`config.mk`:
```
export PLATFORM = sky130hd
export DESIGN_NAME = bis_blend
export DESIGN_NICKNAME = d
export VERILOG_FILES = /design/src/design/bis_pkg.sv /design/src/design/bis_blend.sv
export SDC_FILE = /design/constraint.sdc
export NUM_CORES = 2
export LEC_CHECK = 0
export BUFFER_PORTS_ARGS = -buffer_cell sky130_fd_sc_hd__buf_4
export CORE_ASPECT_RATIO = 1.1
export CORE_MARGIN = 4
export CORE_UTILIZATION = 30
export DETAILED_ROUTE_END_ITERATION = 8
export MAX_ROUTING_LAYER = met4
export SLEW_MARGIN = 20
export SYNTH_ARGS = -nofsm -noshare
export SYNTH_HDL_FRONTEND = slang
export SYNTH_SLANG_ARGS = --single-unit
```
`constraint.sdc`:
```
create_clock -name clk -period 13.8 [get_ports clk]
set_clock_uncertainty 0.15 [all_clocks]
set_input_delay 0.69 -clock clk [delete_from_list [all_inputs] [get_ports clk]]
set_output_delay 0.69 -clock clk [all_outputs]
set_load 0.005 [all_outputs]
```
`src/design/bis_pkg.sv`:
```
// Shared types, constants and helpers for the bilinear image sampler.
// No dependencies; the other design files except bis_ram use this package.
package bis_pkg;

    localparam int MAX_WIDTH_DEF     = 256;
    localparam int MAX_HEIGHT_DEF    = 256;
    localparam int FRACTION_BITS_DEF = 8;

    localparam int SIZE_W  = 9;   // width/height registers and clamped coordinates
    localparam int COORD_W = 18;  // signed sample position
    localparam int CH_W    = 8;
    localparam int PIX_W   = 3 * CH_W;
    localparam int OUT_W   = 16;

    localparam logic [SIZE_W-1:0] SIZE_RESET = SIZE_W'(256);

    typedef enum logic {
        REG_WIDTH  = 1'b0,
        REG_HEIGHT = 1'b1
    } cfg_reg_t;

    typedef enum logic {
        CMD_WRITE  = 1'b0,
        CMD_SAMPLE = 1'b1
    } cmd_t;

    typedef enum logic [3:0] {
        ST_IDLE,
        ST_WRITE,
        ST_ADDR,
        ST_RD0,
        ST_RD1,
        ST_RD2,
        ST_RD3,
        ST_RDLAST,
        ST_GO,
        ST_WAIT,
        ST_FIN
    } state_t;

    typedef struct packed {
        cmd_t                      command;
        logic [7:0]                pixel_x;
        logic [7:0]                pixel_y;
        logic [CH_W-1:0]           red_in;
        logic [CH_W-1:0]           green_in;
        logic [CH_W-1:0]           blue_in;
        logic signed [COORD_W-1:0] sample_x;
        logic signed [COORD_W-1:0] sample_y;
    } item_t;

    // four neighbors, red in the top byte of each
    typedef struct packed {
        logic             valid;
        logic [PIX_W-1:0] p00;
        logic [PIX_W-1:0] p10;
        logic [PIX_W-1:0] p01;
        logic [PIX_W-1:0] p11;
    } blend_req_t;

    typedef struct packed {
        logic             valid;
        logic [OUT_W-1:0] red;
        logic [OUT_W-1:0] green;
        logic [OUT_W-1:0] blue;
    } blend_rsp_t;

    // zero reads as one, anything above the maximum saturates
    function automatic logic [SIZE_W-1:0] limit_size(input logic [SIZE_W-1:0] v,
                                                     input int maximum);
        logic [SIZE_W-1:0] r;
        if (v == '0)
            r = SIZE_W'(1);
        else if (int'(v) > maximum)
            r = SIZE_W'(maximum);
        else
            r = v;
        return r;
    endfunction

endpackage

```
`src/design/bis_blend.sv`:
```
// Two-stage bilinear blend: horizontal weights, then vertical, per channel.
// Depends on bis_pkg.
module bis_blend #(
    parameter int FRACTION_BITS = bis_pkg::FRACTION_BITS_DEF
) (
    input  logic                     clk,
    input  logic                     rst_n,
    input  bis_pkg::blend_req_t      req,
    input  logic [FRACTION_BITS-1:0] fx,
    input  logic [FRACTION_BITS-1:0] fy,
    output bis_pkg::blend_rsp_t      rsp
);
    import bis_pkg::*;

    localparam int WT_W  = FRACTION_BITS + 1;
    localparam int TOP_W = CH_W + FRACTION_BITS;
    localparam int V_W   = CH_W + 2 * FRACTION_BITS;
    localparam int SHIFT = 2 * FRACTION_BITS - 8;
    localparam logic [WT_W-1:0] ONE = WT_W'(1) << FRACTION_BITS;

    logic [WT_W-1:0]          wx;
    logic [WT_W-1:0]          fx_w;
    logic [WT_W-1:0]          wy_reg;
    logic [WT_W-1:0]          fy_reg;
    logic                     s1_valid_reg;
    logic [TOP_W-1:0]         top_reg [3];
    logic [TOP_W-1:0]         bot_reg [3];
    logic [OUT_W-1:0]         res_reg [3];
    logic                     s2_valid_reg;

    assign fx_w = {1'b0, fx};
    assign wx   = ONE - fx_w;

    always_ff @(posedge clk or negedge rst_n)
    begin
        if (!rst_n)
        begin
            s1_valid_reg <= 1'b0;
            s2_valid_reg <= 1'b0;
        end
        else
        begin
            s1_valid_reg <= req.valid;
            s2_valid_reg <= s1_valid_reg;
        end
    end

    always_ff @(posedge clk)
    begin
        if (req.valid)
        begin
            fy_reg <= {1'b0, fy};
            wy_reg <= ONE - {1'b0, fy};
        end
    end

    for (genvar ch = 0; ch < 3; ch++)
    begin : g_ch
        localparam int SH = CH_W * (2 - ch);
        logic [TOP_W:0] top_sum;
        logic [TOP_W:0] bot_sum;
        logic [V_W:0]   v_sum;

        always_comb
        begin
            top_sum = (TOP_W+1)'(req.p00[SH +: CH_W]) * (TOP_W+1)'(wx)
                    + (TOP_W+1)'(req.p10[SH +: CH_W]) * (TOP_W+1)'(fx_w);
            bot_sum = (TOP_W+1)'(req.p01[SH +: CH_W]) * (TOP_W+1)'(wx)
                    + (TOP_W+1)'(req.p11[SH +: CH_W]) * (TOP_W+1)'(fx_w);
            v_sum   = (V_W+1)'(top_reg[ch]) * (V_W+1)'(wy_reg)
                    + (V_W+1)'(bot_reg[ch]) * (V_W+1)'(fy_reg);
        end

        always_ff @(posedge clk)
        begin
            if (req.valid)
            begin
                top_reg[ch] <= top_sum[TOP_W-1:0];
                bot_reg[ch] <= bot_sum[TOP_W-1:0];
            end
            if (s1_valid_reg)
            begin
                res_reg[ch] <= OUT_W'(v_sum >> SHIFT);
            end
        end
    end

    assign rsp.valid = s2_valid_reg;
    assign rsp.red   = res_reg[0];
    assign rsp.green = res_reg[1];
    assign rsp.blue  = res_reg[2];

endmodule

```
# Yosys cells after proc, flatten, opt, wreduce, memory -nomap -nowiden
# Memory sizes are Yosys's and may differ from the RTL's.
# Index checks and enable logic that the tools add are counted.
totals:
  register_bits: 19
  latch_bits: 0
  mem_bits_rw: 144
  rom_bits: 0
  elab_cells: 40
  n_memories: 3
mem_list:
  columns: ["memory", "words", "word_bits", "rd", "rd_ports_with_merged_regs", "wr", "line_no", "source"]
  rows:
  - ["bot_reg", 3, 16, 3, 0, 3, "bis_blend.sv:27", "logic [TOP_W-1:0] bot_reg [3];"]
  - ["res_reg", 3, 16, 3, 0, 3, "bis_blend.sv:28", "logic [OUT_W-1:0] res_reg [3];"]
  - ["top_reg", 3, 16, 3, 0, 3, "bis_blend.sv:26", "logic [TOP_W-1:0] top_reg [3];"]
classes:
  addsub: 11
  n_mul: 18
  div: 0
  magnitude_cmp: 0
  eq_ne: 0
  n_shift: 0
  muxes: 4
  bitwise_logic: 0
  n_reduce_logical: 0
ops:
  columns: ["operator", "n"]
  rows:
  - ["$add A16 B16 Y16", 6]
  - ["$mul A8 B8 Y16", 6]
  - ["$mul A8 B9 Y16", 6]
  - ["$add A24 B24 Y24", 3]
  - ["$mul A16 B8 Y24", 3]
  - ["$mul A16 B9 Y24", 3]
  - ["$sub A9 B8 Y9 const A", 2]
  - ["$mux W1", 4]

# Logic depth before layout (Yosys ltp)
logic_depth:
  ltp_word: 3
  depth_mapped: 28
  ltp_nobuf: 25

# Worst setup path before layout
# No wires, ideal clock.
synth_timing:
  kind: "input port to flip-flop"
  startpoint: "in fx[0]"
  endpoint: "mem bot_reg[0][31] in the netlist's numbering (data pin)"
  setup_ps: 260
  arrival_ps: 6582
  t_required_ps: 13390
  path_slack_ps: 6808
  stages: 26
  path_buffers: 3
  cell_sequence: "clkbuf_1 inv_1 ha_1 nand2_1 or3_1 xor2_1 clkbuf_1 clkbuf_1 nand2_1 fa_1 fa_1 inv_1 fa_1 inv_1 fa_1 inv_1 fa_1 fa_1 ha_1 nor3_1 o21ai_0 nand2_1 o2111ai_1 a31o_2 a21oi_1 xnor2_1"
synth_lines:
  columns: ["item", "line_no", "source"]
  rows:
  - ["from (decl)", "bis_blend.sv:9", "input logic [FRACTION_BITS-1:0] fx,"]
  - ["to (decl)", "bis_blend.sv:27", null]

==> report_table.html <==
<table>
<tr><th>Metric</th><th>Value</th></tr>
<tr><th colspan="2">Synth</th></tr>
<tr><td>Post-synth EDFFs</td><td>160</td></tr>
<tr><td>Cell area after technology mapping</td><td>approximately 0.057 mm²</td></tr>
<tr><td>Dominant synthesized flop cell</td><td>sky130_fd_sc_hd__edfxtp_1</td></tr>
<tr><td>Yosys Warn Count</td><td>0</td></tr>
<tr><td>Synth Net Count</td><td>8161</td></tr>
<tr><td>Post-Syn Instances</td><td>6181</td></tr>
<tr><td>Flop and latch count out of synthesis</td><td>approximately 160</td></tr>
<tr><td>Post-synthesis cell type count</td><td>61</td></tr>
<tr><td>Per-instance average area after synthesis</td><td>approximately 9 µm²</td></tr>
<tr><td>Proportion of synthesized chip area in sequential cells</td><td>between 8 and 9%</td></tr>
<tr><td>Asr flop ratio synth</td><td>between 1 and 1.5%</td></tr>
<tr><th colspan="2">Die</th></tr>
<tr><td>Number of top-level design ports</td><td>164</td></tr>
<tr><td>Chip Width</td><td>approximately 420 µm</td></tr>
<tr><td>Total die area</td><td>~0.20 mm²</td></tr>
<tr><td>Starting density of the core</td><td>between 30% and 40%</td></tr>
<tr><td>Placeable core region</td><td>around 0.19 mm²</td></tr>
<tr><td>Die height</td><td>465.5 µm</td></tr>
<tr><td>Number of placement rows</td><td>between 150 and 200</td></tr>
<tr><th colspan="2">Timing</th></tr>
<tr><td>Final setup viols</td><td>0</td></tr>
<tr><td>Minimum setup slack in the final design</td><td>~5.8 ns</td></tr>
<tr><td>Headroom to the max-slew limit</td><td>28.23%</td></tr>
<tr><td>Worst Max-Slew Pin Slew</td><td>1.075 ns</td></tr>
<tr><td>TNS Setup</td><td>0 ns</td></tr>
<tr><td>Fraction of the cycle the final worst path needs</td><td>58.01%</td></tr>
<tr><td>Slew Limit Fails</td><td>0</td></tr>
<tr><td>Setup repair after global routing missed its margin</td><td>no</td></tr>
<tr><td>Achievable frequency</td><td>between 0.1 and 0.15 GHz</td></tr>
<tr><td>Fin. Hold Viols</td><td>0</td></tr>
<tr><td>Shortest clock period the worst path allows after layout</td><td>~8 ns</td></tr>
<tr><th colspan="2">Hold path</th></tr>
<tr><td>Sink of the worst hold path</td><td>fy_reg[5]</td></tr>
<tr><td>Class of the worst hold path</td><td>in2reg</td></tr>
<tr><td>Hold-critical path depth</td><td>1</td></tr>
<tr><td>Start point of the worst hold path</td><td>fy[5]</td></tr>
<tr><th colspan="2">Placed design</th></tr>
<tr><td>Estimated wirelength of the detail-placed design</td><td>120900 µm</td></tr>
<tr><td>Count of buffers inserted at the top-level ports</td><td>163</td></tr>
<tr><td>Last weighted congestion value of the routability-driven placer</td><td>~0.89</td></tr>
<tr><td>Placed Instance Area</td><td>between 0.06 and 0.07 mm²</td></tr>
<tr><td>Post-Place Worst Slack</td><td>5.301 ns</td></tr>
<tr><th colspan="2">Global routing</th></tr>
<tr><td>Initial antenna violation count</td><td>5</td></tr>
<tr><td>Grt ovf</td><td>0</td></tr>
<tr><td>Total track usage</td><td>between 10% and 20%</td></tr>
<tr><td>Pin count of the biggest net entering global routing</td><td>64</td></tr>
<tr><td>Number of global-route vias before repair</td><td>44080</td></tr>
<tr><td>Global-route wire length before repair</td><td>242500 µm</td></tr>
<tr><th colspan="2">Critical path</th></tr>
<tr><td>Slowest stage cell on the critical path</td><td>sky130_fd_sc_hd__xor2_4</td></tr>
<tr><td>Critical path data arrival time</td><td>8.13 ns</td></tr>
<tr><td>Critical path data required time</td><td>roughly 14 ns</td></tr>
<tr><td>Worst reg2reg endpoint</td><td>res_reg[0][14]</td></tr>
<tr><td>Largest stage delay on the critical path</td><td>around 0.88 ns</td></tr>
<tr><td>Sort of element at the start of the critical path</td><td>input port</td></tr>
<tr><td>Number of cells traversed by the worst register-to-register path</td><td>21</td></tr>
<tr><td>Worst-path fanout max</td><td>between 40 and 50</td></tr>
<tr><td>Reg-to-reg critical path startpoint</td><td>wy_reg[0]</td></tr>
<tr><td>Worst path buffer plus inverter count</td><td>6</td></tr>
<tr><td>Most repeated library cell on the critical path</td><td>sky130_fd_sc_hd__fa_1</td></tr>
<tr><td>Worst setup path class</td><td>in2reg</td></tr>
<tr><td>Flop-to-flop setup slack</td><td>6.73 ns</td></tr>
<tr><td>Family with the most delay on the worst path</td><td>adder cells</td></tr>
<tr><td>Endpoint type of the worst setup path</td><td>flop</td></tr>
<tr><th colspan="2">Finish</th></tr>
<tr><td>Layout Utilization</td><td>32.62%</td></tr>
<tr><td>Total of fill cells in the finished design</td><td>between 15000 and 20000</td></tr>
<tr><td>Cell area after layout</td><td>approximately 0.062 mm²</td></tr>
<tr><td>Layout Nets</td><td>about 8100</td></tr>
<tr><td>Fraction of layout instances using a drive strength above 1</td><td>between 4 and 5%</td></tr>
<tr><td>Synth-to-Final Area Change</td><td>7.827%</td></tr>
<tr><th colspan="2">Route</th></tr>
<tr><td>Routed WL</td><td>148000 µm</td></tr>
<tr><td>First-pass detailed-route iteration total</td><td>5</td></tr>
<tr><td>Number of antenna-violating nets in the routed design</td><td>0</td></tr>
<tr><td>DRC violations left</td><td>0</td></tr>
<tr><td>Initial DRC count</td><td>about 1800</td></tr>
<tr><td>Average wire length per cell after detail routing</td><td>around 17 µm</td></tr>
<tr><td>Via count of the routed design</td><td>39430</td></tr>
<tr><td>Vias per inst</td><td>approximately 4.5</td></tr>
<tr><th colspan="2">Status</th></tr>
<tr><td>Status</td><td>finished clean</td></tr>
<tr><th colspan="2">CTS</th></tr>
<tr><td>Clock tree from TritonCTS</td><td>done</td></tr>
<tr><td>Number of buffers created by CTS</td><td>17</td></tr>
<tr><td>Deepest clock path buffer count</td><td>2</td></tr>
<tr><td>Total of cells resized after clock tree synthesis</td><td>0</td></tr>
<tr><td>Post-CTS clock slew at the launch and capture registers of the worst setup and hold paths</td><td>~0.08 ns</td></tr>
<tr><td>Root buffer cell</td><td>sky130_fd_sc_hd__clkbuf_16</td></tr>
<tr><td>Later-pin clock latency in the skew report</td><td>between 0.5 and 0.6 ns</td></tr>
<tr><td>H-tree depth reported by CTS</td><td>4</td></tr>
<tr><td>TritonCTS sink count</td><td>~160</td></tr>
<tr><th colspan="2">Run</th></tr>
<tr><td>Number of max-capacitance violations reported</td><td>0</td></tr>
</table>
## how the worst max path moves through the flow
stage	startpoint	end	cells after the start	slack, ns
CTS	fx[0]	top_reg[0][15]	25	5.87
detailed placement	fx[0]	top_reg[0][15]	25	5.30
finish	fx[0]	top_reg[0][15]	25	5.79
global route	fx[0]	top_reg[0][15]	25	5.41
floorplan	fx[0]	bot_reg[0][31]	26	6.81
global placement	fx[0]	top_reg[0][15]	25	5.39
## kinds of logic (layout without fill, tap and decap cells)
logic type | Yosys count | after routing | synth area share, %
buffers and inverters | 1910 | 1909 | 12.57
adder cells (fa/ha/maj) | 1865 | 1865 | 57.52
AND/OR/NAND/NOR | 1859 | 1859 | 16.15
AO/OA/AOI/OAI | 197 | 197 | 2.369
XOR/XNOR | 188 | 188 | 2.884
flip-flops | 162 | 162 | 8.504
other | 0 | 4 | 0
## cell usage in the layout, fill, tap and decap left out, drive strengths merged, types with 27 or more instances in the layout
master	Yosys	final
buf	36	200
xnor2	147	147
and2	793	793
nor2	65	65
xor2	41	41
o21ai	27	27
a21oi	63	63
fa	1266	1266
a21o	31	31
nand2	879	879
edfxtp	160	160
ha	599	599
nor3	39	39
inv	1676	1683
## timing repair
| item | 4_1_cts | 5_1_grt |
|---|---|---|
| endpoints found under the hold margin | 2 | 0 |
| hold buffers | 1 | 0 |
| buffers inserted | 0 | 0 |
## layout make-up
cell class                      instances  area (µm²)  area share (%)
Multi-Input combinational cell       4109       45140           73.34
Antenna cell                            4       10.01         0.01626
Sequential cell                       162        4856           7.889
Tap cell                             2535        3172           5.153
Timing Repair Buffer                  201        1511           2.455
Inverter                             1676        6291           10.22
Clock buffer                           17       425.4          0.6911
Clock inverter                         15       146.4          0.2378
## Yosys cell counts (16+ instances only)
cell type | number | area share (%)
sky130_fd_sc_hd__clkbuf_1 | 198 | 1.3
sky130_fd_sc_hd__fa_1 | 1266 | 44
sky130_fd_sc_hd__a21o_1 | 31 | 0.41
sky130_fd_sc_hd__xor2_1 | 41 | 0.63
sky130_fd_sc_hd__buf_1 | 33 | 0.22
sky130_fd_sc_hd__nor3_1 | 39 | 0.34
sky130_fd_sc_hd__edfxtp_1 | 160 | 8.4
sky130_fd_sc_hd__nor2_1 | 63 | 0.41
sky130_fd_sc_hd__inv_1 | 1676 | 11
sky130_fd_sc_hd__a21oi_1 | 62 | 0.54
sky130_fd_sc_hd__nor2b_1 | 16 | 0.18
sky130_fd_sc_hd__o21ai_0 | 20 | 0.18
sky130_fd_sc_hd__and2_1 | 788 | 8.6
sky130_fd_sc_hd__nand3_1 | 24 | 0.21
sky130_fd_sc_hd__xnor2_1 | 147 | 2.3
sky130_fd_sc_hd__nand2_1 | 879 | 5.8
sky130_fd_sc_hd__ha_1 | 599 | 13
## per-layer routing
layer	track usage [%]	up-vias	wire, µm	share of wire, %
met3	1.765	206	5984	4.0
met5	-	-	0	0
met2	27.47	898	73810	50
met4	4.912	0	4719	3.2
li1	-	17810	-	-
met1	20.05	20520	63520	43
## metrics by stage
step | std cells | hold slack [ns]
final | 8719 | 0.2258
after global routing | 8719 | 0.2015
after CTS | 8715 | 0.1808
after detailed placement | 8682 | 0.3111
after global placement | 8682 | 0.3029
after floorplan | 6181 | 0.2444
Power is not shown: default switching activity piles up to over one toggle a cycle in this logic, so the estimate is an artifact.
