**config.mk**
```make
export PLATFORM = sky130hd
export DESIGN_NAME = bis_ctrl
export DESIGN_NICKNAME = d
export VERILOG_FILES = /design/src/design/bis_pkg.sv /design/src/design/bis_ctrl.sv
export SDC_FILE = /design/constraint.sdc
export NUM_CORES = 1
export LEC_CHECK = 0
export BUFFER_PORTS_ARGS = -buffer_cell sky130_fd_sc_hd__buf_2
export CORE_ASPECT_RATIO = 1.1
export CORE_MARGIN = 4
export CORE_UTILIZATION = 50
export DETAILED_ROUTE_END_ITERATION = 10
export GPL_ROUTABILITY_DRIVEN = 0
export GPL_TIMING_DRIVEN = 1
export PLACE_DENSITY_LB_ADDON = 0.25
export RECOVER_POWER = 25
export SLEW_MARGIN = 20
export SYNTH_ARGS = -nofsm -noshare
export SYNTH_HDL_FRONTEND = slang
export SYNTH_SLANG_ARGS = --single-unit
export TNS_END_PERCENT = 10
```
**constraint.sdc**
```tcl
create_clock -name clk -period 7.3 [get_ports clk]
set_input_delay 0.73 -clock clk [delete_from_list [all_inputs] [get_ports clk]]
set_output_delay 0.73 -clock clk [all_outputs]
set_load 0.03 [all_outputs]
```
**src/design/bis_pkg.sv**
```systemverilog
// Shared types, constants and helpers for the bilinear image sampler.
// No dependencies; the other design files except bis_ram use this package.
package bis_pkg;

    localparam int MAX_WIDTH_DEF     = 256;
    localparam int MAX_HEIGHT_DEF    = 256;
    localparam int FRACTION_BITS_DEF = 8;

    localparam int SIZE_W  = 9;   // width/height registers and clamped coordinates
    localparam int COORD_W = 18;  // signed sample position
    localparam int CH_W    = 8;
    localparam int PIX_W   = 3 * CH_W;
    localparam int OUT_W   = 16;

    localparam logic [SIZE_W-1:0] SIZE_RESET = SIZE_W'(256);

    typedef enum logic {
        REG_WIDTH  = 1'b0,
        REG_HEIGHT = 1'b1
    } cfg_reg_t;

    typedef enum logic {
        CMD_WRITE  = 1'b0,
        CMD_SAMPLE = 1'b1
    } cmd_t;

    typedef enum logic [3:0] {
        ST_IDLE,
        ST_WRITE,
        ST_ADDR,
        ST_RD0,
        ST_RD1,
        ST_RD2,
        ST_RD3,
        ST_RDLAST,
        ST_GO,
        ST_WAIT,
        ST_FIN
    } state_t;

    typedef struct packed {
        cmd_t                      command;
        logic [7:0]                pixel_x;
        logic [7:0]                pixel_y;
        logic [CH_W-1:0]           red_in;
        logic [CH_W-1:0]           green_in;
        logic [CH_W-1:0]           blue_in;
        logic signed [COORD_W-1:0] sample_x;
        logic signed [COORD_W-1:0] sample_y;
    } item_t;

    // four neighbors, red in the top byte of each
    typedef struct packed {
        logic             valid;
        logic [PIX_W-1:0] p00;
        logic [PIX_W-1:0] p10;
        logic [PIX_W-1:0] p01;
        logic [PIX_W-1:0] p11;
    } blend_req_t;

    typedef struct packed {
        logic             valid;
        logic [OUT_W-1:0] red;
        logic [OUT_W-1:0] green;
        logic [OUT_W-1:0] blue;
    } blend_rsp_t;

    // zero reads as one, anything above the maximum saturates
    function automatic logic [SIZE_W-1:0] limit_size(input logic [SIZE_W-1:0] v,
                                                     input int maximum);
        logic [SIZE_W-1:0] r;
        if (v == '0)
            r = SIZE_W'(1);
        else if (int'(v) > maximum)
            r = SIZE_W'(maximum);
        else
            r = v;
        return r;
    endfunction

endpackage

```
**src/design/bis_ctrl.sv**
```systemverilog
// Sequencer: size registers, write path, neighbor clamping, four pixel reads,
// blend handoff and the output register. Depends on bis_pkg.
module bis_ctrl #(
    parameter int MAX_WIDTH     = bis_pkg::MAX_WIDTH_DEF,
    parameter int MAX_HEIGHT    = bis_pkg::MAX_HEIGHT_DEF,
    parameter int FRACTION_BITS = bis_pkg::FRACTION_BITS_DEF,
    parameter int ADDR_W        = $clog2(MAX_WIDTH * MAX_HEIGHT)
) (
    input  logic                        clk,
    input  logic                        rst_n,
    input  logic                        cfg_we,
    input  logic                        cfg_index,
    input  logic [bis_pkg::SIZE_W-1:0]  cfg_wdata,
    input  logic                        in_valid,
    output logic                        in_ready,
    input  bis_pkg::item_t              item,
    output logic                        ram_we,
    output logic [ADDR_W-1:0]           ram_addr,
    output logic [bis_pkg::PIX_W-1:0]   ram_wdata,
    input  logic [bis_pkg::PIX_W-1:0]   ram_rdata,
    output bis_pkg::blend_req_t         breq,
    output logic [FRACTION_BITS-1:0]    bfx,
    output logic [FRACTION_BITS-1:0]    bfy,
    input  bis_pkg::blend_rsp_t         brsp,
    output logic                        out_valid,
    input  logic                        out_ready,
    output logic [bis_pkg::OUT_W-1:0]   out_red,
    output logic [bis_pkg::OUT_W-1:0]   out_green,
    output logic [bis_pkg::OUT_W-1:0]   out_blue,
    output logic                        out_oor
);
    import bis_pkg::*;

    localparam int IC_W   = COORD_W + 1;
    localparam int PROD_W = 2 * SIZE_W;

    state_t            state_reg;
    state_t            state_next;
    logic [SIZE_W-1:0] width_reg;
    logic [SIZE_W-1:0] height_reg;
    item_t             item_reg;
    logic [SIZE_W-1:0] x0_reg;
    logic [SIZE_W-1:0] x1_reg;
    logic [SIZE_W-1:0] y0_reg;
    logic [SIZE_W-1:0] y1_reg;
    logic [PIX_W-1:0]  pix_reg [4];
    logic              cap_valid_reg;
    logic [1:0]        cap_idx_reg;
    logic [OUT_W-1:0]  res_red_reg;
    logic [OUT_W-1:0]  res_green_reg;
    logic [OUT_W-1:0]  res_blue_reg;
    logic              res_oor_reg;
    logic              out_valid_reg;
    logic [OUT_W-1:0]  out_red_reg;
    logic [OUT_W-1:0]  out_green_reg;
    logic [OUT_W-1:0]  out_blue_reg;
    logic              out_oor_reg;

    logic              accept;
    logic              wr_ok;
    logic              rd_issue;
    logic [1:0]        rd_idx;
    logic              out_load;
    logic [SIZE_W-1:0] ax;
    logic [SIZE_W-1:0] ay;
    logic [PROD_W-1:0] addr_full;
    logic signed [IC_W-1:0] ix;
    logic signed [IC_W-1:0] iy;

    function automatic logic [SIZE_W-1:0] clamp_c(input logic signed [IC_W-1:0] c,
                                                  input logic [SIZE_W-1:0] size);
        logic [SIZE_W-1:0] r;
        if (c < 0)
            r = '0;
        else if (c >= $signed({{(IC_W-SIZE_W){1'b0}}, size}))
            r = size - SIZE_W'(1);
        else
            r = c[SIZE_W-1:0];
        return r;
    endfunction

    assign in_ready = (state_reg == ST_IDLE);
    assign accept   = in_valid && in_ready;
    assign out_load = (state_reg == ST_FIN) && (!out_valid_reg || out_ready);

    assign wr_ok = ({1'b0, item_reg.pixel_x} < width_reg)
                && ({1'b0, item_reg.pixel_y} < height_reg);

    // floor of the signed position is an arithmetic shift
    assign ix = $signed({item_reg.sample_x[COORD_W-1], item_reg.sample_x}) >>> FRACTION_BITS;
    assign iy = $signed({item_reg.sample_y[COORD_W-1], item_reg.sample_y}) >>> FRACTION_BITS;

    // next state and read issue
    always_comb
    begin
        state_next = state_reg;
        rd_issue   = 1'b0;
        rd_idx     = 2'd0;
        unique case (state_reg)
            ST_IDLE:
            begin
                if (accept)
                    state_next = (item.command == CMD_WRITE) ? ST_WRITE : ST_ADDR;
            end
            ST_WRITE:  state_next = ST_FIN;
            ST_ADDR:   state_next = ST_RD0;
            ST_RD0:
            begin
                rd_issue   = 1'b1;
                rd_idx     = 2'd0;
                state_next = ST_RD1;
            end
            ST_RD1:
            begin
                rd_issue   = 1'b1;
                rd_idx     = 2'd1;
                state_next = ST_RD2;
            end
            ST_RD2:
            begin
                rd_issue   = 1'b1;
                rd_idx     = 2'd2;
                state_next = ST_RD3;
            end
            ST_RD3:
            begin
                rd_issue   = 1'b1;
                rd_idx     = 2'd3;
                state_next = ST_RDLAST;
            end
            ST_RDLAST: state_next = ST_GO;
            ST_GO:     state_next = ST_WAIT;
            ST_WAIT:
            begin
                if (brsp.valid)
                    state_next = ST_FIN;
            end
            ST_FIN:
            begin
                if (out_load)
                    state_next = ST_IDLE;
            end
            default:   state_next = ST_IDLE;
        endcase
    end

    // one shared address multiplier; read order p00, p10, p01, p11
    always_comb
    begin
        ax = x0_reg;
        ay = y0_reg;
        if (state_reg == ST_WRITE)
        begin
            ax = {1'b0, item_reg.pixel_x};
            ay = {1'b0, item_reg.pixel_y};
        end
        else
        begin
            ax = rd_idx[0] ? x1_reg : x0_reg;
            ay = rd_idx[1] ? y1_reg : y0_reg;
        end
        addr_full = PROD_W'(ay) * PROD_W'(width_reg) + PROD_W'(ax);
    end

    assign ram_addr  = ADDR_W'(addr_full);
    assign ram_we    = (state_reg == ST_WRITE) && wr_ok;
    assign ram_wdata = {item_reg.red_in, item_reg.green_in, item_reg.blue_in};

    assign breq.valid = (state_reg == ST_GO);
    assign breq.p00   = pix_reg[0];
    assign breq.p10   = pix_reg[1];
    assign breq.p01   = pix_reg[2];
    assign breq.p11   = pix_reg[3];
    assign bfx        = item_reg.sample_x[FRACTION_BITS-1:0];
    assign bfy        = item_reg.sample_y[FRACTION_BITS-1:0];

    always_ff @(posedge clk or negedge rst_n)
    begin
        if (!rst_n)
        begin
            state_reg     <= ST_IDLE;
            width_reg     <= limit_size(SIZE_RESET, MAX_WIDTH);
            height_reg    <= limit_size(SIZE_RESET, MAX_HEIGHT);
            cap_valid_reg <= 1'b0;
            out_valid_reg <= 1'b0;
        end
        else
        begin
            state_reg     <= state_next;
            cap_valid_reg <= rd_issue;
            if (cfg_we)
            begin
                unique case (cfg_reg_t'(cfg_index))
                    REG_WIDTH:  width_reg  <= limit_size(cfg_wdata, MAX_WIDTH);
                    REG_HEIGHT: height_reg <= limit_size(cfg_wdata, MAX_HEIGHT);
                    default:    ;
                endcase
            end
            if (out_load)
                out_valid_reg <= 1'b1;
            else if (out_ready)
                out_valid_reg <= 1'b0;
        end
    end

    always_ff @(posedge clk)
    begin
        cap_idx_reg <= rd_idx;
        if (accept)
            item_reg <= item;
        if (state_reg == ST_ADDR)
        begin
            x0_reg <= clamp_c(ix, width_reg);
            x1_reg <= clamp_c(ix + IC_W'(1), width_reg);
            y0_reg <= clamp_c(iy, height_reg);
            y1_reg <= clamp_c(iy + IC_W'(1), height_reg);
        end
        if (cap_valid_reg)
            pix_reg[cap_idx_reg] <= ram_rdata;
        if (state_reg == ST_WRITE)
        begin
            res_red_reg   <= '0;
            res_green_reg <= '0;
            res_blue_reg  <= '0;
            res_oor_reg   <= !wr_ok;
        end
        else if (state_reg == ST_WAIT && brsp.valid)
        begin
            res_red_reg   <= brsp.red;
            res_green_reg <= brsp.green;
            res_blue_reg  <= brsp.blue;
            res_oor_reg   <= 1'b0;
        end
        if (out_load)
        begin
            out_red_reg   <= res_red_reg;
            out_green_reg <= res_green_reg;
            out_blue_reg  <= res_blue_reg;
            out_oor_reg   <= res_oor_reg;
        end
    end

    assign out_valid = out_valid_reg;
    assign out_red   = out_red_reg;
    assign out_green = out_green_reg;
    assign out_blue  = out_blue_reg;
    assign out_oor   = out_oor_reg;

    a_rsp_in_wait: assert property (@(posedge clk) disable iff (!rst_n)
        brsp.valid |-> state_reg == ST_WAIT)
        else $error("blend result outside wait state");

    a_coords_clamped: assert property (@(posedge clk) disable iff (!rst_n)
        (state_reg == ST_RD0) |-> (x0_reg < width_reg && x1_reg < width_reg
                                   && y0_reg < height_reg && y1_reg < height_reg))
        else $error("neighbor coordinate outside image");

    a_sample_starts: assert property (@(posedge clk) disable iff (!rst_n)
        (accept && item.command == CMD_SAMPLE) |=> state_reg == ST_ADDR)
        else $error("sample transfer did not start address phase");

    a_write_only_idle_done: assert property (@(posedge clk) disable iff (!rst_n)
        ram_we |=> state_reg == ST_FIN && !res_oor_reg)
        else $error("pixel write without matching result");

endmodule

```
== Word level (Yosys, flattened, before mapping) ==
Memories as Yosys holds them, arrays and structs flattened.
Index checks and enable logic that the tools add are counted.

* Flip-flop bits (word level): 236
* Bits in writable memories: 96
* Output and inout bits: 205
* Word-level logic and storage cells: 96
* Memories kept: 1

{| class="wikitable"
|+ Memories
! name !! depth !! bits a word !! read ports !! clocked after memory_dff !! write ports !! RTL line !! source
|-
| pix_reg || 4 || 24 || 4 || 0 || 1 || bis_ctrl.sv:46 || <nowiki>logic [PIX_W-1:0] pix_reg [4];</nowiki>
|}

* Add/subtract/negate cells: 5
* Multiply operators: 1
* Magnitude comparators: 11
* Equality and inequality tests: 13
* Muxes and demuxes: 23
* Bitwise operators: 1
* Reduce and logical (&&, ||, !) cells: 16

{| class="wikitable"
|+ Operator list
! kind !! number
|-
| $mux W9 || 10
|-
| $pmux W4 S11 || 1
|-
| $add A10 B2 Y11 const B || 2
|-
| $ge A11 B10 Y1 || 2
|-
| $lt A11 B1 Y1 const B || 2
|-
| $ge A10 B10 Y1 || 2
|-
| $lt A10 B1 Y1 const B || 2
|-
| $lt A8 B9 Y1 || 2
|-
| $sub A9 B1 Y9 const B || 2
|-
| $add A16 B9 Y16 || 1
|-
| $eq A4 B3 Y1 const B || 4
|-
| $mul A9 B9 Y16 || 1
|-
| $eq A4 B4 Y1 const B || 3
|-
| $mux W4 || 3
|-
| $gt A9 B9 Y1 const B || 1
|-
| $logic_not A9 Y1 || 1
|-
| $eq A4 B2 Y1 const B || 2
|-
| $mux W1 || 7
|-
| $pmux W2 S3 || 1
|-
| $logic_and A1 B1 Y1 || 5
|-
| $eq A4 B1 Y1 const B || 1
|-
| $logic_not A4 Y1 || 1
|-
| $ne A2 B2 Y1 const B || 2
|-
| $reduce_and A2 Y1 || 2
|-
| other kinds (8) || 10
|}

== Logic depth before layout (Yosys ltp) ==
Gate-level depths: netlist (run 1).

* Depth in word-level cells: 6
* Mapped depth: 25
* Depth with buffers taken out: 23

== Worst setup path after synthesis (run 1) ==
No wires, ideal clock.

* Path type: register to output
* Start point: register state_reg[1]
* End point: output ram_addr[15]
* Data arrival time: 6.122 ns
* Required time: 6.570 ns
* Slack: 0.448 ns
* Stages on the path, launching flop included: 22
* Cells stage by stage: dfrtp_1 buf_2 nor2b_1 nand2_1 buf_2 a31oi_1 nand2_1 fa_1 fa_1 inv_1 fa_1 fa_1 inv_1 fa_1 inv_1 ha_1 a2111oi_0 o21a_1 a21oi_1 a31oi_1 o21ai_0 xnor3_1

* Longest elaborated chain between the ends: 6

{| class="wikitable"
|+ Ends and longest elaborated chain
! item !! RTL line !! source
|-
| start, declared || bis_ctrl.sv:37 || <nowiki>state_t state_reg;</nowiki>
|-
| start signal, assigned || bis_ctrl.sv:189 || <nowiki>state_reg <= state_next;</nowiki>
|-
| $eq A4 B3 Y1 || bis_ctrl.sv:99 || <nowiki>unique case (state_reg)</nowiki>
|-
| $pmux W2 S3 || bis_ctrl.sv:99 ||
|-
| $mux W9 || bis_ctrl.sv:160 || <nowiki>ay = rd_idx[1] ? y1_reg : y0_reg;</nowiki>
|-
| $mux W9 || bis_ctrl.sv:152 || <nowiki>if (state_reg == ST_WRITE)</nowiki>
|-
| $mul A9 B9 Y16 || bis_ctrl.sv:162 || <nowiki>addr_full = PROD_W'(ay) * PROD_W'(width_reg) + PROD_W'(ax);</nowiki>
|-
| $add A16 B9 Y16 * || bis_ctrl.sv:162 ||
|-
| end, declared || bis_ctrl.sv:18 || <nowiki>output logic [ADDR_W-1:0] ram_addr,</nowiki>
|}

Mark *: on every way between the ends. The rest lies on a longest branch, timed or not.

== Worst setup path after layout (run 1) ==
* Start point: register state_reg[0]
* End point: output ram_addr[10]

* Longest elaborated chain between the ends: 6

{| class="wikitable"
|+ Ends and longest elaborated chain
! item !! RTL line !! source
|-
| $eq A4 B3 Y1 || bis_ctrl.sv:99 ||
|-
| $pmux W2 S3 * || bis_ctrl.sv:99 ||
|-
| named net rd_idx[1] || bis_ctrl.sv:62 || <nowiki>logic [1:0] rd_idx;</nowiki>
|-
| $mux W9 * || bis_ctrl.sv:160 ||
|-
| $mux W9 * || bis_ctrl.sv:152 ||
|-
| $mul A9 B9 Y16 * || bis_ctrl.sv:162 ||
|-
| $add A16 B9 Y16 * || bis_ctrl.sv:162 ||
|}

Mark *: on every way through the listed nets, which the timed path passes. The rest lies on a longest branch.

==> results.json, run 1 <==
{
  "status": "finished clean",
  "rsz0062_at_grt": "no",
  "maxSlewViolCount": 0,
  "drtAntennaViolNets": 0,
  "share_comb_of_total_power_pct": 55.2,
  "grt_use_total_pct": 21.2,
  "drive_gt1_share_pct": 28.4,
  "yosysSeqAreaShare_pct": 57.4,
  "area_growth_pct": 21.1,
  "cts_made_buffers": 34,
  "clock_power_share_pct": 17.5,
  "yosysMostFrequentCell": "edfxtp_1",
  "avgViaCountPerCell": 5.21,
  "drc": 0,
  "fin_crit_sh_pct": 95.4,
  "finish.instance_area_sq_um": 19700,
  "coreArea_sq_um": 32200,
  "start_util_pct": 50.6,
  "synth_flop_cell": "edfxtp_1",
  "powerDensity_nw_per_um2": 511,
  "arrival_ps": 6230,
  "cts_tree": "yes",
  "synthArstFlopShare_pct": 7.23,
  "worstPathMaxFanout": 10,
  "yosysWarnings": 0,
  "path_clk_slew_ps": 60,
  "wl_um": 38600,
  "placement.io_buffers": 369,
  "nets": 1993,
  "clockBufferDepth": 3,
  "ys_ff_latch": 332,
  "synth_top_area_cell": "edfxtp_1",
  "use_met3_pct": 4.44,
  "p_seq_share_pct": 27.3,
  "fin_skew_ps": 12.9,
  "crit_family": "adder cells",
  "clkLatencyLatePin_ps": 530,
  "antenna_found_initial": 3,
  "p_leak_nw": 8.27,
  "pre_cts_ws_ps": 129,
  "fin_crit_ps": 6960,
  "multiInputGateArea_sq_um": 6300,
  "place_area_sq_um": 18400,
  "cp.required_ps": 6570,
  "tightest_slew_ps": 1030,
  "synthCells": 1325,
  "drt-pass1-iter-count": 5,
  "critical-path-max-stage-delay_ps": 540,
  "synthesis.nets": 1642,
  "wire_per_inst_um": 18.2,
  "root_buffer": "clkbuf_16",
  "hp-class": "input pin to asynchronous set/reset pin",
  "fmaxAchievable_ghz": 0.144,
  "slew_headroom_pct": 31.3,
  "p_switching_w": 0.00447,
  "path_class": "flip-flop to output pin",
  "drt-initial-drc-count": 839,
  "grt_pass1_wl_um": 60400,
  "slowest_stage": "fa_1",
  "vias": 11100,
  "hold_buffers": 0,
  "path_buf_inv": 7,
  "die_x_um": 180,
  "end_kind": "output pin",
  "place_hpwl_um": 29200,
  "fillCellCount": 2587,
  "cts-htree-levels": 2,
  "startpoint_type": "flip-flop",
  "switching_share_pct": 44.3,
  "postSynthAreaPerCell_sq_um": 12.3,
  "internal-power_w": 0.00562,
  "grt_pass1_vias": 11300,
  "rows": 69,
  "die_y_um": 197,
  "netlist_area_sq_um": 16300,
  "fin_setup_tns_ps": 0,
  "path_cells": "xnor2_2, or2_4, clkinv_8, nand2_1, a31oi_2, buf_4, and2_1, fa_1, fa_1, inv_1, fa_1, inv_1, fa_1, inv_1, fa_1, inv_1, ha_2, a21oi_1, o2bb2ai_1, a211o_1, a21oi_1, xnor2_1, buf_2",
  "synth_edf_count": 258,
  "largest_reg_flops": 96,
  "ys_top_cells_by_count": "edfxtp_1, nand2_1, ha_1, inv_1, a21oi_1",
  "r2r_slack_ps": 4170,
  "synth.area.top_cells": "edfxtp_1, ha_1, fa_1",
  "grt_overflow": 0,
  "setup_viol_count_final": 0,
  "grt-busiest-layer": "met2",
  "grt_max_degree": 77,
  "finalHoldViolCount": 0,
  "ios": 370,
  "path_common_cell": "fa_1",
  "cts_sinks": 332,
  "cap_violations": 0,
  "use_met2_pct": 36.6,
  "met1_usage_pct": 26.9,
  "synth_cell_types": 58,
  "synth_top_area_share_pct": 47.5,
  "setup_ws_ps": 337,
  "peakVddDrop_uv": 1050,
  "seqCellArea_sq_um": 9350,
  "dieArea_sq_um": 35600
}
==> power groups by stage <==
| stage | logic (W) | clock network (W) | registers [W] |
|---|---|---|---|
| floorplan | 0.00373 | 0 | 0.00294 |
| detailed placement | 0.00530 | 0 | 0.00279 |
| finish | 0.00556 | 0.00177 | 0.00275 |
| global route | 0.00617 | 0.00190 | 0.00279 |
| global placement | 0.00522 | 0 | 0.00277 |
| CTS | 0.00536 | 0.00181 | 0.00275 |
==> layout by cell type, fill, tap and decap left out, types with 4 or more instances in the layout <==
master / count
clkinv_1: 4
nand2b_1: 16
nand2_1: 189
fa_1: 53
o21a_1: 6
mux2_2: 21
clkbuf_1: 32
buf_4: 29
a21boi_0: 4
nand3_1: 12
xnor2_1: 34
nor2b_1: 20
and2_1: 48
nor4_1: 4
a31oi_2: 6
o211ai_1: 5
nor3_1: 24
dfxtp_1: 50
a211oi_1: 21
a21oi_1: 86
xor2_1: 12
mux2i_1: 5
dfrtp_1: 22
ha_1: 96
a21o_1: 8
clkbuf_16: 36
nor2_1: 40
inv_1: 88
and3_1: 16
edfxtp_1: 258
buf_2: 341
o21ai_0: 38
==> area by class of cell <==
cell class,count,share of cell area [%]
Tap cell,426,2.70
Clock inverter,16,1.01
Multi-Input combinational cell,821,31.9
Inverter,89,1.76
Antenna cell,3,0.0380
Sequential cell,332,47.4
Timing Repair Buffer,398,10.3
Clock buffer,44,4.87
==> repair_timing <==
item	in CTS	in global routing
cloned	0	2
pin swaps	1	11
resized for setup	6	25
endpoints found under the setup margin	6	5
buffers inserted	1	2
==> per-layer routing <==
metal	wire length, um	share of wire, %
met1	15600	40
met2	18800	49
met3	2930	7.6
met4	1290	3.3
met5	13	0.034
==> stage by stage <==
step	instances	power [W]	utilization, %	hold WS [ps]
after floorplan	1325	0.00667	-	400
after global placement	2061	0.00799	57.2	411
after detailed placement	2061	0.00808	57.2	405
after CTS	2122	0.00992	60.9	179
after global routing	2128	0.0109	61.3	214
final	2129	0.0101	61.3	192
==> cells by family (layout without fill, tap and decap cells) <==
logic type,after synthesis,after routing,share of synthesized area (%)
simple gates,393,395,11.3
flops,332,332,57.4
compound gates,199,199,7.55
buf+inv,174,547,5.13
fa+ha+maj,152,152,14.2
xor+xnor,49,49,2.76
mux,26,26,1.76
other cells,0,3,0
==> path summary, 6_finish.rpt <==
| path | start | end | cells after the start |
|---|---|---|---|
| setup reg to reg | item_reg[27]$_DFFE_PP_ | x1_reg[5]$_SDFFCE_PN0P_ | 9 |
| setup / recovery | state_reg[0]$_DFFE_PN0P_ | ram_addr[10] | 23 |
| hold reg to reg | res_oor_reg$_SDFFCE_PN0P_ | out_oor$_DFFE_PP_ | 0 |
| hold / removal | rst_n | height_reg[4]$_DFFE_PN0P_ | 1 |
| min in group clk | item[28] | item_reg[28]$_DFFE_PP_ | 1 |
| max in group asynchronous | rst_n | width_reg[8]$_DFFE_PN1P_ | 1 |
(Power assumes the default switching activity.)
==> run 2, diff against run 1 <==
--- a/config.mk
+++ b/config.mk
@@ -13,7 +13,7 @@
 export GPL_ROUTABILITY_DRIVEN = 0
 export GPL_TIMING_DRIVEN = 1
 export PLACE_DENSITY_LB_ADDON = 0.25
-export RECOVER_POWER = 25
+export RECOVER_POWER = 50
 export SLEW_MARGIN = 20
 export SYNTH_ARGS = -nofsm -noshare
 export SYNTH_HDL_FRONTEND = slang
==> results.json, run 2 (same netlist as run 1, synthesis figures left out) <==
{
  "avgViaCountPerCell": 5.21,
  "status": "complete, but fails checks",
  "placement.io_buffers": 369,
  "fin_setup_tns_ps": 0,
  "die_x_um": 180,
  "hp-class": "input pin to flip-flop",
  "layout_commonest_cell": "buf_2",
  "power_w": 0.0101,
  "maxSlewViolCount": 112,
  "internal-power_w": 0.00562,
  "p_leak_nw": 8.22,
  "finalHoldViolCount": 0,
  "pre_cts_ws_ps": 129,
  "dieArea_sq_um": 35600,
  "cts_sinks": 332,
  "peakVddDrop_uv": 1050,
  "antenna_found_initial": 3,
  "start_util_pct": 50.6,
  "fin_skew_ps": 12.7,
  "use_met3_pct": 4.44,
  "cts_made_buffers": 34,
  "p_switching_w": 0.00447,
  "grt_max_degree": 77,
  "area_growth_pct": 20.8,
  "cap_violations": 4,
  "ios": 370,
  "place_hpwl_um": 29200,
  "arrival_ps": 6220,
  "violations": "max-capacitance violations, max-slew violations",
  "use_met2_pct": 36.6,
  "coreArea_sq_um": 32200,
  "grt_overflow": 0,
  "slew_headroom_pct": -25.9,
  "nets": 1993,
  "drc": 0,
  "grt_pass1_wl_um": 60400,
  "wire_per_inst_um": 18.2,
  "clkLatencyLatePin_ps": 530,
  "end_kind": "output pin",
  "rsz0062_at_grt": "no",
  "fillCellCount": 2598,
  "drt-initial-drc-count": 876,
  "drtAntennaViolNets": 0,
  "cp.required_ps": 6570,
  "grt-busiest-layer": "met2",
  "powerDensity_nw_per_um2": 512,
  "grt_pass1_vias": 11300,
  "hold_buffers": 0,
  "clock_power_share_pct": 17.5,
  "p_seq_share_pct": 27.4,
  "die_y_um": 197,
  "worstPathMaxFanout": 10,
  "largest_reg_flops": 96,
  "clockBufferDepth": 3,
  "cts-htree-levels": 2,
  "wl_um": 38700,
  "setup_viol_count_final": 0,
  "fmaxAchievable_ghz": 0.144,
  "startpoint_type": "flip-flop",
  "switching_share_pct": 44.3,
  "met1_usage_pct": 26.9,
  "rows": 69,
  "tightest_slew_ps": 1890,
  "fin_crit_sh_pct": 95.2,
  "path_clk_slew_ps": 60,
  "setup_ws_ps": 348,
  "layout_common_cells": "buf_2, edfxtp_1, nand2_1, ha_1, inv_1",
  "path_class": "flip-flop to output pin",
  "root_buffer": "clkbuf_16",
  "fin_crit_ps": 6950,
  "vias": 11100,
  "drive_gt1_share_pct": 27.4,
  "grt_use_total_pct": 21.2,
  "drt-pass1-iter-count": 5,
  "share_comb_of_total_power_pct": 55.1,
  "cts_tree": "yes"
}
## run 2: cell count changes in the layout (fill, tap and decap cells not counted), sizes merged
cell	before	now
buf	371	357
clkbuf	71	85
## run 2: worst max-delay path, stage by stage (launching register included)
cell	delay, ps
dfrtp_1	410
xnor2_2	250
or2_4	240
clkinv_8	80
nand2_1	80
a31oi_2	100
buf_4	170
and2_1	170
fa_1	450
fa_1	540
inv_1	50
fa_1	470
inv_1	60
fa_1	530
inv_1	50
fa_1	530
inv_1	50
ha_2	300
a21oi_1	190
o2bb2ai_1	110
a211o_1	320
a21oi_1	200
xnor2_1	130
buf_2	210
## run 2: timing repair
item	4_1_cts	5_1_grt
endpoints found under the setup margin	6	5
gates cloned	0	2
pin swaps	1	11
buffers inserted	1	2
gates resized for setup	6	25
## run 2: cell type report
type / instances / area [sq um] / area share [%]
antenna: 3 / 7.51 / 0.0381
clock buffer: 44 / 961 / 4.88
clock inverter: 16 / 200 / 1.02
inverter: 89 / 347 / 1.76
multi-input combinational: 821 / 6290 / 31.9
sequential: 332 / 9350 / 47.5
tap: 426 / 533 / 2.71
timing repair buffer: 398 / 2010 / 10.2
## run 2: metal layers
metal  share of wire [%]  wire [um]
met5               0.034         13
met4                 3.4       1310
met3                 7.4       2850
met2                  48      18800
met1                  41      15800
## run 2: per-stage QoR
stage          cells  util, %  cell area (sq um)  hold WS (ps)
3_5_place_dp    2061     57.2              18400           405
6_report        2129     61.2              19700           377
5_1_grt         2128     61.1              19700           355
2_1_floorplan   1325        -              16300           400
3_3_place_gp    2061     57.2              18400           411
4_1_cts         2122     60.9              19600           179
## run 2: worst paths after layout
path                       slack, ps                         to                 startpoint  depth (start not counted)
min                              380     item_reg[28]$_DFFE_PP_                   item[28]                          1
max reg2reg                     4170    x1_reg[5]$_SDFFCE_PN0P_     item_reg[27]$_DFFE_PP_                          9
min in group asynchronous        480  height_reg[4]$_DFFE_PN0P_                      rst_n                          1
min reg2reg                      420          out_oor$_DFFE_PP_  res_oor_reg$_SDFFCE_PN0P_                          0
max                              350               ram_addr[10]   state_reg[0]$_DFFE_PN0P_                         23
max in group asynchronous       6050   state_reg[2]$_DFFE_PN0P_                      rst_n                          1
## run 2: power by group through the flow
stage / registers (W) / clock network, W / logic [W]
after global placement: 0.00277 / 0 / 0.00522
after detailed placement: 0.00279 / 0 / 0.00530
after CTS: 0.00275 / 0.00181 / 0.00536
after global routing: 0.00280 / 0.00190 / 0.00616
after floorplan: 0.00294 / 0 / 0.00373
final: 0.00276 / 0.00177 / 0.00555
